## config.mk

```make
export PLATFORM = sky130hd
export DESIGN_NAME = sss_queue
export DESIGN_NICKNAME = d
export VERILOG_FILES = /design/src/sv/sss_pkg.sv /design/src/sv/sss_queue.sv
export SDC_FILE = /design/constraint.sdc
export NUM_CORES = 1
export LEC_CHECK = 0
export BUFFER_PORTS_ARGS = -buffer_cell sky130_fd_sc_hd__buf_2
export CAP_MARGIN = 0
export CORE_ASPECT_RATIO = 0.7
export CORE_UTILIZATION = 35
export CTS_BUF_LIST = sky130_fd_sc_hd__clkbuf_8
export DETAILED_ROUTE_END_ITERATION = 6
export MAX_ROUTING_LAYER = met4
export PLACE_DENSITY = 0.65
export SETUP_SLACK_MARGIN = 0.4
export SLEW_MARGIN = 20
export SYNTH_ARGS = -nofsm -noshare
export SYNTH_HDL_FRONTEND = slang
export SYNTH_SLANG_ARGS = --single-unit
export TNS_END_PERCENT = 1
```

## constraint.sdc

```tcl
create_clock -name clk -period 2.3 [get_ports clk]
set_input_delay 0.23 -clock clk [delete_from_list [all_inputs] [get_ports clk]]
set_output_delay 0.23 -clock clk [all_outputs]
set_load 0.02 [all_outputs]
```

## src/sv/sss_pkg.sv

```systemverilog
`timescale 1ns / 1ps
// Package with shared constants, types and the result record for the sample statistics block.
package sss_pkg;
  localparam int MaxSamples = 1024;
  localparam int AddrW = $clog2(MaxSamples);
  localparam int CountW = $clog2(MaxSamples + 1);
  localparam int SumW = 16 + CountW + 1;
  localparam int NumW = SumW + 8;
  localparam int DevW = 25;
  localparam int SqW = 2 * DevW + CountW;

  typedef struct packed {
    logic signed [15:0] sample;
    logic               last_sample;
  } front_beat_t;

  typedef struct packed {
    logic signed [15:0] max_value;
    logic signed [15:0] min_value;
    logic [15:0]        spread;
    logic signed [23:0] mean_q8;
    logic [23:0]        deviation_q8;
    logic [10:0]        set_count;
    logic               overflowed;
  } result_t;
endpackage

```

## src/sv/sss_queue.sv

```systemverilog
`timescale 1ns / 1ps
// Two-entry queue that decouples the input front from the statistics back end.
module sss_queue (
  input  logic                 clk,
  input  logic                 rst_n,
  input  logic                 in_valid,
  output logic                 in_ready,
  input  sss_pkg::front_beat_t in_beat,
  output logic                 out_valid,
  input  logic                 out_ready,
  output sss_pkg::front_beat_t out_beat
);
  sss_pkg::front_beat_t slot_r [2];
  logic                 rd_ptr_r, wr_ptr_r;
  logic [1:0]           fill_r;
  logic                 push, pop;

  assign in_ready  = (fill_r != 2'd2);
  assign out_valid = (fill_r != 2'd0);
  assign out_beat  = slot_r[rd_ptr_r];
  assign push      = in_valid && in_ready;
  assign pop       = out_valid && out_ready;

  always_ff @(posedge clk) begin
    if (push) begin
      slot_r[wr_ptr_r] <= in_beat;
    end
    if (!rst_n) begin
      rd_ptr_r <= 1'b0;
      wr_ptr_r <= 1'b0;
      fill_r   <= 2'd0;
    end else begin
      if (push) begin
        wr_ptr_r <= !wr_ptr_r;
      end
      if (pop) begin
        rd_ptr_r <= !rd_ptr_r;
      end
      fill_r <= fill_r + {1'b0, push} - {1'b0, pop};
    end
  end

  a_no_overfill: assert property (@(posedge clk) disable iff (!rst_n)
    fill_r == 2'd2 |-> !in_ready) else $error("queue overfilled");
  a_valid_fill: assert property (@(posedge clk) disable iff (!rst_n)
    out_valid == (fill_r != 2'd0)) else $error("valid disagrees with fill");
  a_fill_range: assert property (@(posedge clk) disable iff (!rst_n)
    fill_r != 2'd3) else $error("fill out of range");
endmodule

```

==> flow_metrics.py <==
metrics = {
    "outcome": {
        "status": "finished clean",
    },
    "critical_path": {
        "arrival_ps": 1460,
        "r2r_end": "fill_r[1]",
        "endpoint_kind": "output port",
        "reg2reg_depth": 6,
        "crit_path_end": "out_beat[1]",
        "r2r_start": "fill_r[1]",
        "r2r_setup_slack_ps": 670,
        "required_ps": 2070,
        "path_class": "flop to output port",
        "path_max_fanout": 10,
        "startpoint_type": "flop",
    },
    "pwr": {
        "swShare_pct": 26.1,
        "combinationalPowerShare_pct": 21.5,
        "power.switching_mw": 0.518,
        "power-per-cell-area_mw_per_mm2": 1050,
        "vdd_drop_max_mv": 0.439,
        "pwr-share-seq_pct": 45.8,
        "total_leakage_power_nw": 0.740,
        "clock_power_share_pct": 32.7,
        "internal_power_mw": 1.47,
    },
    "global_routing": {
        "grt_pass1_vias": 814,
        "grt_usage_pct": 11.9,
        "grt_first_pass_wirelength_mm": 3.68,
        "grt-ovfl-total": 0,
        "antenna_found_initial": 0,
        "grt_start_max_net_pins": 18,
    },
    "floorplan": {
        "die-area_mm2": 0.00452,
        "ios": 40,
        "dieHeight_um": 56.6,
        "initial_core_util_pct": 37.3,
        "core_area_mm2": 0.00399,
        "num_rows": 19,
        "die_w_um": 80.0,
    },
    "cells_and_area": {
        "ff_latch_area_mm2": 0.00112,
        "fillers": 349,
        "design_area_mm2": 0.00189,
        "area_growth_pct": 26.6,
        "n_antenna_cell": 0,
        "multi_input_area_um2": 348,
        "nets": 151,
        "final_layout_size_suffix_gt1_share_pct": 38.5,
    },
    "synthesis": {
        "ys_seq_elements": 39,
        "yosys-top-cells-area": "edfxtp_1 69%, mux2_1 13%, dfxtp_1 6.7%",
        "synth.top_cells.by_count": "34 x edfxtp_1, 17 x mux2_1, 5 x dfxtp_1, 4 x nor2_1",
        "yosysWarningCount": 0,
        "yosysTopAreaCell": "edfxtp_1",
        "yosysSeqAreaShare_pct": 75.3,
        "synth.top_cell.area_share_pct": 68.6,
        "synth_cells": 83,
        "synth_area_mm2": 0.00149,
        "synthArstFlopShare_pct": 0,
        "synth_enable_flop_cells": 34,
        "synth_ff_type": "edfxtp_1",
        "avgSynthCellArea_um2": 17.9,
        "synth_fp_nets": 105,
        "synthMostInstantiatedCell": "edfxtp_1",
        "synth.distinct_cells": 25,
    },
    "routing": {
        "drt_iter0_drc": 31,
        "routedWlPerCell_um": 12.9,
        "drt_first_pass_iters": 4,
        "vias": 838,
        "routed_via_density": 4.60,
        "ant_nets": 0,
        "drc_errors": 0,
        "drt_wl_total_mm": 2.35,
    },
    "timing": {
        "finalCritPeriodShare_pct": 73.6,
        "finalHoldViolations": 0,
        "fin_crit_ps": 1690,
        "skew_ps": 3.54,
        "setup_viol": 0,
        "rsz0062_at_grt": "false",
        "slew_headroom_pct": 55.2,
        "tightest_slew_ps": 672,
        "setup_tns_ps": 0,
        "fmax_mhz": 591,
        "final_max_slew_viol_count": 0,
    },
    "clocking": {
        "clock_sinks": 39,
        "cts_inserted_buffers": 5,
        "cts_tree": "done",
        "h-tree-depth": 2,
        "clkLatencyLatePin_ps": 280,
        "cts.clk_slew.worst_paths_ps": 70,
        "cts_max_path_buffers": 2,
        "clock-root-buffer": "clkbuf_8",
        "hold_buffers": 0,
    },
    "placed_design": {
        "gp_congestion": 0.594,
        "dpl-instance-area_mm2": 0.00175,
        "portBuffers": 39,
    },
    "job": {
        "cap_violations": 0,
    },
    "min_path": {
        "holdCritPathClass": "input pin to flop",
    },
}
## logic make-up after synthesis
| family | after synthesis | share of synthesized area (%) |
|---|---|---|
| AO/OA/AOI/OAI | 6 | 2.94 |
| XOR/XNOR | 1 | 0.588 |
| adder cells (fa/ha/maj) | 1 | 0.840 |
| buffers and inverters | 4 | 1.34 |
| flip-flops | 39 | 75.3 |
| multiplexers | 17 | 12.9 |
| AND/OR/NAND/NOR | 15 | 6.14 |
## layout by cell type, fill, tap and decap left out, types with 2 or more instances in the layout
cell and instances:
buf_2 39, edfxtp_1 34, mux2_1 17, clkbuf_8 5, nor2_1 4, dfxtp_1 4
inv_1 3, and3_1 2, bufinv_16 2, buf_4 2
## cell type report
type / instances / share of cell area, %
Clock buffer: 5 / 3.65
Clock inverter: 3 / 3.38
Inverter: 2 / 0.398
Multi-Input combinational cell: 40 / 18.4
Sequential cell: 39 / 59.5
Tap cell: 52 / 3.45
Timing Repair Buffer: 41 / 11.1
## state kept, by name (all words and copies together), names as in the netlist, named ones only
| name | count |
|---|---|
| slot_r | 34 |
| fill_r | 2 |
| rd_ptr_r | 1 |
| wr_ptr_r | 1 |
## stage by stage
step	cells	hold WS [ps]	setup WS, ps	util [%]	power (mW)
after floorplan	83	329	703	-	1.21
after global placement	174	420	742	43.9	1.34
after detailed placement	174	422	690	43.9	1.35
after CTS	182	121	444	47.2	2.01
after global routing	182	121	521	47.2	2.07
final	182	131	607	47.2	1.98
## timing repair
item,in CTS,in global routing
endpoints found under the setup margin,0,7
resized for setup,0,1
buffers inserted,0,0
endpoints found under the hold margin,0,0
## routing by layer
metal | GRT usage, % | vias to the layer above | wire length [um]
li1 | - | 409 | -
met1 | 14.3 | 392 | 1070
met2 | 17.1 | 30 | 1050
met3 | 4.55 | 7 | 182
met4 | 6.89 | 0 | 49
met5 | - | - | 0
## worst max-delay path, stage by stage, from the launching register on
cell	delay (ps)
dfxtp_2	440
buf_4	230
mux2_1	350
buf_2	160
## worst min path at each step
| stage | from | to | slack, ps | cells past startpoint |
|---|---|---|---|---|
| floorplan | in_beat[0] | slot_r[0][0] | 330 | 0 |
| global placement | in_beat[11] | slot_r[0][11] | 420 | 1 |
| detailed placement | in_beat[13] | slot_r[1][13] | 420 | 1 |
| CTS | in_beat[13] | slot_r[1][13] | 120 | 1 |
| global route | in_beat[1] | slot_r[1][1] | 120 | 1 |
| finish | in_beat[13] | slot_r[1][13] | 130 | 1 |
## power groups by stage
stage          Clock [mW]  Sequential (mW)  Combinational, mW
2_1_floorplan           0            0.899              0.314
5_1_grt             0.691            0.919              0.463
3_3_place_gp            0            0.919              0.425
6_report            0.649            0.909              0.427
4_1_cts             0.662            0.909              0.434
3_5_place_dp            0            0.925              0.430
No activity file was read; power rests on OpenSTA's default activity.
